File: src/hdl/spq_pkg.sv
package spq_pkg;

	localparam int unsigned DEPTH_DEF = 16;
	localparam int unsigned ID_W      = 16;
	localparam int unsigned PRI_W     = 4;
	localparam int unsigned CNT_OUT_W = 5;

	typedef enum logic [1:0] {
		ST_ENQUEUED = 2'd0,
		ST_DEQUEUED = 2'd1,
		ST_EMPTY    = 2'd2,
		ST_FULL     = 2'd3
	} status_t;

	typedef enum logic {
		ACT_ENQ = 1'b0,
		ACT_DEQ = 1'b1
	} action_t;

	// command beat
	typedef struct packed {
		action_t            action;
		logic [ID_W-1:0]    proc_id;
		logic [PRI_W-1:0]   priority_req;
	} cmd_t;

	// result beat
	typedef struct packed {
		status_t              status;
		logic [ID_W-1:0]      out_id;
		logic [PRI_W-1:0]     out_priority;
		logic [CNT_OUT_W-1:0] entry_count;
	} result_t;

	// one queue slot
	typedef struct packed {
		logic [ID_W-1:0]  id;
		logic [PRI_W-1:0] pri;
	} entry_t;

	// shift controls broadcast to every cell
	typedef struct packed {
		logic   enq;
		logic   deq;
		entry_t new_entry;
	} ctrl_t;

endpackage

File: src/hdl/spq_cell.sv
module spq_cell (
	input  logic            clk,
	input  spq_pkg::ctrl_t  ctrl,
	input  logic            occ,
	input  logic            left_place,
	input  spq_pkg::entry_t left_entry,
	input  spq_pkg::entry_t right_entry,
	output logic            place,
	output spq_pkg::entry_t entry
);

	spq_pkg::entry_t entry_q;

	// new entry belongs at or before this slot
	assign place = !occ || (entry_q.pri < ctrl.new_entry.pri);
	assign entry = entry_q;

	// insert: take the new entry at the boundary, shift right past it
	// remove: shift left toward the head
	always_ff @(posedge clk) begin
		if (ctrl.enq && place) begin
			if (left_place) begin
				entry_q <= left_entry;
			end else begin
				entry_q <= ctrl.new_entry;
			end
		end else if (ctrl.deq) begin
			entry_q <= right_entry;
		end
	end

endmodule

File: src/hdl/stable_priority_queue.sv
// Stable priority queue, highest priority at the head.
// Command channel: cmd is taken at a rising edge with start high and busy
// low. busy stays low, so a command may be issued in every cycle.
// An enqueue inserts proc_id after every held entry of equal or higher
// priority, so equal priorities leave in arrival order; a dequeue pops the
// head. A full queue rejects an enqueue, an empty one reports on dequeue.
// Result channel: done pulses for one cycle with result valid, in the cycle
// after the command beat. The receiver cannot stall; each result must
// be taken in the cycle that it is shown.
// Throughput is one command per cycle: every slot is a cell that compares
// its priority with the incoming one and shifts in one step.
// Reset empties the queue (count to zero) and clears done; slot contents
// are not cleared, since only slots below the count are ever read.
module stable_priority_queue #(
	parameter int unsigned DEPTH = spq_pkg::DEPTH_DEF
) (
	input  logic             clk,
	input  logic             arst_n,
	input  logic             start,
	output logic             busy,
	input  spq_pkg::cmd_t    cmd,
	output logic             done,
	output spq_pkg::result_t result
);

	localparam int unsigned CW = $clog2(DEPTH + 1);

	logic [CW-1:0]    count_q;
	logic [CW-1:0]    count_nxt;
	logic             full, empty, enq_ok, deq_ok, fire;
	spq_pkg::ctrl_t   ctrl;
	logic             place   [DEPTH];
	spq_pkg::entry_t  entries [DEPTH];
	logic             done_q;
	spq_pkg::result_t result_q;

	assign busy  = 1'b0;
	assign fire  = start && !busy;
	assign full  = (count_q == CW'(DEPTH));
	assign empty = (count_q == '0);
	assign enq_ok = fire && (cmd.action == spq_pkg::ACT_ENQ) && !full;
	assign deq_ok = fire && (cmd.action == spq_pkg::ACT_DEQ) && !empty;

	assign ctrl.enq       = enq_ok;
	assign ctrl.deq       = deq_ok;
	assign ctrl.new_entry = '{id: cmd.proc_id, pri: cmd.priority_req};

	// row of slot cells
	for (genvar i = 0; i < DEPTH; i++) begin : g_cell
		logic            occ_i, left_place_i;
		spq_pkg::entry_t left_i, right_i;

		assign occ_i = (CW'(i) < count_q);
		if (i == 0) begin : g_head
			assign left_place_i = 1'b0;
			assign left_i       = ctrl.new_entry;
		end else begin : g_body
			assign left_place_i = place[i-1];
			assign left_i       = entries[i-1];
		end
		if (i == DEPTH - 1) begin : g_tail
			assign right_i = entries[i];
		end else begin : g_mid
			assign right_i = entries[i+1];
		end

		spq_cell u_cell (
			.clk         (clk),
			.ctrl        (ctrl),
			.occ         (occ_i),
			.left_place  (left_place_i),
			.left_entry  (left_i),
			.right_entry (right_i),
			.place       (place[i]),
			.entry       (entries[i])
		);
	end

	// entry count
	always_comb begin
		count_nxt = count_q;
		if (enq_ok) begin
			count_nxt = count_q + CW'(1);
		end else if (deq_ok) begin
			count_nxt = count_q - CW'(1);
		end
	end

	always_ff @(posedge clk or negedge arst_n) begin
		if (!arst_n) begin
			count_q <= '0;
			done_q  <= 1'b0;
		end else begin
			count_q <= count_nxt;
			done_q  <= fire;
		end
	end

	// result register
	always_ff @(posedge clk) begin
		if (fire) begin
			result_q.entry_count <= spq_pkg::CNT_OUT_W'(count_nxt);
			if (cmd.action == spq_pkg::ACT_ENQ) begin
				result_q.status       <= full ? spq_pkg::ST_FULL : spq_pkg::ST_ENQUEUED;
				result_q.out_id       <= '0;
				result_q.out_priority <= '0;
			end else if (empty) begin
				result_q.status       <= spq_pkg::ST_EMPTY;
				result_q.out_id       <= '0;
				result_q.out_priority <= '0;
			end else begin
				result_q.status       <= spq_pkg::ST_DEQUEUED;
				result_q.out_id       <= entries[0].id;
				result_q.out_priority <= entries[0].pri;
			end
		end
	end

	assign done   = done_q;
	assign result = result_q;

`ifndef SYNTHESIS
	a_done_follows: assert property (@(posedge clk) disable iff (!arst_n)
		fire |=> done) else $error("result beat missing after command");
	a_no_spurious: assert property (@(posedge clk) disable iff (!arst_n)
		!fire |=> !done) else $error("result beat without command");
	a_count_range: assert property (@(posedge clk) disable iff (!arst_n)
		count_q <= CW'(DEPTH)) else $error("entry count above depth");
	a_deq_nonempty: assert property (@(posedge clk) disable iff (!arst_n)
		(done && result.status == spq_pkg::ST_DEQUEUED) |-> $past(!empty))
		else $error("dequeue reported from empty queue");
`endif

endmodule

File: config.mk
export PLATFORM = sky130hd
export DESIGN_NAME = stable_priority_queue
export DESIGN_NICKNAME = d
export VERILOG_FILES = /design/src/hdl/spq_pkg.sv /design/src/hdl/spq_cell.sv /design/src/hdl/stable_priority_queue.sv
export SDC_FILE = /design/constraint.sdc
export NUM_CORES = 1
export LEC_CHECK = 0
export BUFFER_PORTS_ARGS = -buffer_cell sky130_fd_sc_hd__buf_2
export CAP_MARGIN = 0
export CELL_PAD_IN_SITES_DETAIL_PLACEMENT = 1
export CELL_PAD_IN_SITES_GLOBAL_PLACEMENT = 1
export CORE_MARGIN = 2
export CORE_UTILIZATION = 40
export DETAILED_ROUTE_END_ITERATION = 8
export PLACE_DENSITY_LB_ADDON = 0.1
export SLEW_MARGIN = 15
export SYNTH_ARGS = -nofsm -noshare
export SYNTH_HDL_FRONTEND = slang
export SYNTH_SLANG_ARGS = --single-unit
File: constraint.sdc
create_clock -name clk -period 9 [get_ports clk]
set_input_delay 0.45 -clock clk [delete_from_list [all_inputs] [get_ports clk]]
set_output_delay 0.45 -clock clk [all_outputs]
set_load 0.005 [all_outputs]
* After elaboration in Yosys (flattened, before gate mapping) *
Cells that the tools add are included.

operators by class
  add/sub/neg operators = 2
  magnitude comparators = 32
  eq/ne operators = 1
  mux-type cells = 50
  bitwise operators = 1
  reductions and logical operators = 71

operators with widths
  kind                                                                         number
  20-bit two-way mux                                                           45
  4-bit less-than comparator                                                   16
  22-bit two-way mux                                                           2
  4-bit by 5-bit less-than comparator with 1-bit output, first input constant  8
  2-bit nonzero test                                                           15
  1-bit logical AND                                                            20
  3-bit by 5-bit less-than comparator with 1-bit output, first input constant  4
  1-bit zero test                                                              18
  1-bit logical OR                                                             16
  1-bit by 5-bit less-than comparator with 1-bit output, first input constant  2
  2-bit by 5-bit less-than comparator with 1-bit output, first input constant  2
  5-bit two-way mux                                                            2
  5-bit by 1-bit adder with 5-bit output, second input constant                1
  5-bit equality test, second input constant                                   1
  5-bit zero test                                                              1
  5-bit by 1-bit subtractor with 5-bit output, second input constant           1
  2-bit two-way mux                                                            1
  2-bit OR reduction                                                           1
  1-bit NOT                                                                    1

word-level totals
  flip-flop bits (word level) = 353
  bits of input ports = 24
  output and inout bits = 29
  logic and storage cells = 195

* Depth between registers and ports, before layout *
  word-level depth = 5
  depth in mapped cells = 10
  mapped depth without buffers = 7

* By module *
From an unflattened synthesis, not the netlist that was laid out.

unflattened totals
  cells, all modules = 1404
  area, all modules = 21597.0 um^2

modules (own cells, without submodules)
  module                 instances  cells each  area an instance (um^2)  seq. area each (um^2)
  spq_cell               16         80          1255.0                   600.6
  stable_priority_queue  1          124         1517.7                   960.9

* Worst setup path after synthesis *
No wires, ideal clock.

  path kind = reg-to-reg
  start point = register count_q[1]
  end point = register g_cell[15].u_cell.entry_q, in the netlist g_cell[15].u_cell.entry[0], enable pin
  setup time = 402 ps
  arrival = 2424 ps
  required time = 8598 ps
  setup slack = 6174 ps
  cell stages (with the launch flop) = 8
  buffers on the path = 3
  period minus slack after synthesis = 2826 ps
  cells stage by stage = dfrtp_1 buf_2 inv_1 ha_1 a311o_1 buf_6 buf_6 o2bb2ai_1

between the ends
  word-level cells in the longest chain between the ends = 4
  elaborated cells between the ends (all ways) = 7
  classes of those cells = 1 x order compare; 1 x eq/ne; 5 x reduce/logical

RTL lines
  item                                                                                          RTL line                                                  source
  from (decl)                                                                                   stable_priority_queue.sv:28                               logic [CW-1:0] count_q;
  from (signal assigned)                                                                        stable_priority_queue.sv:94                               count_q <= count_nxt;
  4-bit by 5-bit less-than comparator with 1-bit output or 5-bit equality test (tied branches)  stable_priority_queue.sv:53, stable_priority_queue.sv:39
  1-bit zero test (on tied branches)                                                            spq_cell.sv:15, stable_priority_queue.sv:41
  1-bit logical OR or 1-bit logical AND (tied branches)                                         spq_cell.sv:15, stable_priority_queue.sv:41
  1-bit logical AND *                                                                           spq_cell.sv:21                                            if (ctrl.enq && place) begin
  to (signal assigned)                                                                          spq_cell.sv:23                                            entry_q <= left_entry;
  to (signal assigned)                                                                          spq_cell.sv:25                                            entry_q <= ctrl.new_entry;
  to (signal assigned)                                                                          spq_cell.sv:28                                            entry_q <= right_entry;
  to (decl)                                                                                     spq_cell.sv:12                                            spq_pkg::entry_t entry_q;

Mark *: on every way between the ends. The rest lies on a longest branch, timed or not.
A chain may end at the register's enable or synchronous reset.

* Worst setup path after layout *
  start point = register count_q[1]
  end point = register g_cell[1].u_cell.entry_q, in the netlist g_cell[1].u_cell.entry[5], enable pin

between the ends
  word-level cells in the longest chain between the ends = 5
  elaborated cells between the ends (all ways) = 11
  classes of those cells = 1 x order compare; 1 x eq/ne; 9 x reduce/logical

RTL lines
  item                                                                                          RTL line
  1-bit by 5-bit less-than comparator with 1-bit output or 5-bit equality test (tied branches)  stable_priority_queue.sv:53, stable_priority_queue.sv:39
  1-bit zero test (on tied branches)                                                            spq_cell.sv:15, stable_priority_queue.sv:41
  1-bit logical OR or 1-bit logical AND (tied branches)                                         spq_cell.sv:15, stable_priority_queue.sv:41
  1-bit logical AND                                                                             spq_cell.sv:21
  2-bit nonzero test (no line) *                                                                --
  to (signal assigned)                                                                          spq_cell.sv:23
  to (signal assigned)                                                                          spq_cell.sv:25
  to (signal assigned)                                                                          spq_cell.sv:28
  to (decl)                                                                                     spq_cell.sv:12

Marks and branches as above.

==> summary.md <==
| Metric | Value |
|---|---|
| Area growth syn-to-layout | 9.498% |
| CTS sink cnt | 353 |
| Power Dens Cells | 306.4 nW/um^2 |
| Post-Syn Nets | 1,674 |
| Die area | 49,050 um^2 |
| Hold Violations, Final | 0 |
| Mapped cell area | 18,920 um^2 |
| Predominant post-synthesis flop cell | edfxtp_1 |
| CP Launch Type | flip-flop |
| First-pass DRT Iterations | 7 |
| Core area | 46,650 um^2 |
| # Max-Cap Violations | 0 |
| Failing checks | DRC |
| Layout cells sized above 1 | 0.1404 |
| Yosys warns | 0 |
| Synth Area in XOR/XNOR | 0.002315 |
| Compound-Gate Fraction of Synth Area | 0.1115 |
| DP HPWL | 32,470 um |
| Slew headroom | 0.2182 |
| Setup tns final | 0 ns |
| H-tree levels | 2 |
| Worst EP required | 9.17 ns |
| GP Congestion | 0.7654 |
| Worst slew pin tran | 1.170 ns |
| Bufs on Longest Clock Path | 3 |
| CTS buffer count | 42 |
| First-pass GRT wire length | 75,670 um |
| Final net count | 1,674 |
| Largest net degree at the start of global routing | 42 |
| DR iter-0 viols | 597 |
| Max FO, Critical Path | 23 |
| Worst-Skew Late Latency | 0.57 ns |
| CTS tree | done |
| Worst hold path class | input port to asynchronous set/reset pin |
| Clk root buf | clkbuf_16 |
| Simple-Gate Fraction of Synth Area | 0.08486 |
| Vias per cell | 5.532 |
| Synth Area in Adders | 0.03439 |
| Post-CTS setup buffers | 0 |
| Max VDD drop | 147.9 uV |
| Antenna Violating Nets Remaining | 0 |
| Final Cycle Share | 0.4195 |
| Initial core utilization | 0.4055 |
| Run status | finished with violations |
| Upper clock frequency limit | 264.8 MHz |
| Total GRT Usage | 0.1902 |
| EDFF count, synth | 347 |
| GR Overflow Total | 0 |
| Main combinational cell family by area after synthesis | multiplexers |
| Post-synth ARST share | 0.01700 |
| Synthesized flop and latch total | 353 |
| Vias post-DR | 12,380 |
| Die Y | 221.5 um |
| Routed WL per cell | 20.60 um |
| Final core utilization | 0.4440 |
| CTS clock-pin slew for the worst setup and hold paths | 0.06 ns |
| Arr. time, crit path | 3.94 ns |
| I/O Pins | 53 |
| Vias in the first global route | 13,880 |
| Drt drc | 6 |
| Cells after Synth | 1,598 |
| Syn avg cell area | 11.84 um^2 |
| FP Rows | 79 |
| Die width | 221.5 um |
| Initial antenna violation count | 0 |
| Diode count | 0 |
| Min Tclk post-route | 3.776 ns |
| Multiplexer area fraction after synthesis | 0.1708 |
| Total wire length | 46,100 um |
| Post-synthesis sequential area ratio | 0.5588 |
| Distinct cells, synth | 42 |
| Crit path kind | flip-flop to flip-flop |
| Setup Skew | 0.01931 ns |
| Critical Path End Type | flip-flop |
| Setup violators final | 0 |
| R2R Setup Slk | 5.22 ns |
| RSZ-0062 raised after global routing | no |
| PortBufs | 51 |
| Leakage power | 8.320 nW |
| Final Max Tran Viols | 0 |
==> layout by cell type (no fill, tap or decap), types with 4 or more instances in the layout <==
cell type,instances
a21oi_1,238
a21oi_2,47
a21oi_4,6
and2_1,20
buf_2,51
buf_4,25
clkbuf_1,16
clkbuf_16,42
clkinv_1,10
clkinv_2,6
dfrtp_1,6
edfxtp_1,347
ha_1,52
inv_1,6
mux2_2,36
mux2i_1,280
nand2_1,46
nand2_2,4
nand2b_1,12
nand2b_2,5
nor2_1,271
nor3b_1,15
o211ai_1,14
o21ai_0,33
o21ai_1,9
==> kinds of logic after synthesis <==
group / after synthesis
other: 1
DFF: 353
adders and majority gates: 52
buffers and inverters: 127
muxes: 318
and+or+nand+nor: 382
AOI/OAI and AO/OA: 360
xor gates and xnor gates: 5
==> where the power goes <==
part	internal, mW	switching (mW)	total, mW
Sequential	2.43	0.283	2.71
Combinational	0.847	1.23	2.08
Clock	0.864	0.692	1.56
==> worst paths after layout <==
check                                           from  cells past startpoint                   endpoint
setup reg to reg                          count_q[1]                      6  g_cell[1].u_cell.entry[5]
setup / recovery                          count_q[1]                      6  g_cell[1].u_cell.entry[5]
min in group clk                             cmd[20]                      2                 result[25]
hold reg to reg            g_cell[0].u_cell.entry[4]                      1                  result[9]
hold / removal                                arst_n                      2                       done
max in group asynchronous                     arst_n                      2                 count_q[2]
==> routing by layer <==
metal  vias to the layer above  share of wire  GRT usage  wire length, um
met1                      6314           0.46     0.2470            21150
met4                         0          0.018    0.04686              836
met2                       121           0.50     0.3323            22890
met5                         -              0          0                0
li1                       5883              -          -                -
met3                        63          0.027    0.03067             1223
==> cell usage after synthesis (all sizes together), types with 2 or more instances <==
cell type / count / area, um^2
a21oi: 291 / 1693
and2: 20 / 125.1
buf: 92 / 564.3
clkbuf: 29 / 116.4
dfrtp: 6 / 150.1
edfxtp: 347 / 10420
ha: 52 / 650.6
inv: 6 / 22.52
mux2: 38 / 427.9
mux2i: 280 / 2803
nand2: 50 / 190.2
nand2b: 17 / 106.4
nand3: 2 / 10.01
nor2: 271 / 1017
nor3: 2 / 10.01
nor3b: 15 / 112.6
o211ai: 14 / 105.1
o21a: 2 / 15.01
o21ai: 42 / 210.2
o21bai: 2 / 15.01
o22ai: 3 / 18.77
or3: 2 / 12.51
xnor2: 3 / 26.28
xor2: 2 / 17.52
==> through the flow <==
step,setup WS [ns],instance area (um^2),power (mW),hold WS [ns],instances
final,5.224,20710,6.346,0.2442,2238
after global routing,4.881,20710,6.765,0.2420,2238
after CTS,5.132,20700,6.447,0.2161,2238
after detailed placement,4.826,19480,4.861,0.2825,2160
after global placement,4.888,19470,4.803,0.2810,2160
after floorplan,6.174,18920,4.302,0.1544,1598
==> critical path, stage by stage (launching register included) <==
cell and delay [ns]:
dfrtp_1 0.52, inv_1 0.16, ha_1 0.23, or3b_1 0.21, o21a_1 0.71, nand2_2 0.56, nand2b_1 0.98
==> registers in the layout (all words and copies together) (netlist names) <==
name / cells
g_cell.u_cell.entry: 320
count_q: 5
done: 1
result: 27
==> cell type report <==
| class | count | area (um^2) |
|---|---|---|
| fillers | 5006 | 25940 |
| flip-flops and latches | 353 | 10570 |
| multi-input cells | 1118 | 7696 |
| clock buffers | 58 | 1111 |
| well taps | 607 | 759.5 |
| repair buffers | 77 | 452.9 |
| clock inverters | 19 | 101.3 |
| inverters | 6 | 22.52 |
==> repair_timing <==
item	4_1_cts	5_1_grt
hold endpoints to repair	6	0
gates resized for setup	0	0
hold buffers	1	0
No activity file was read; power rests on OpenSTA's default activity.
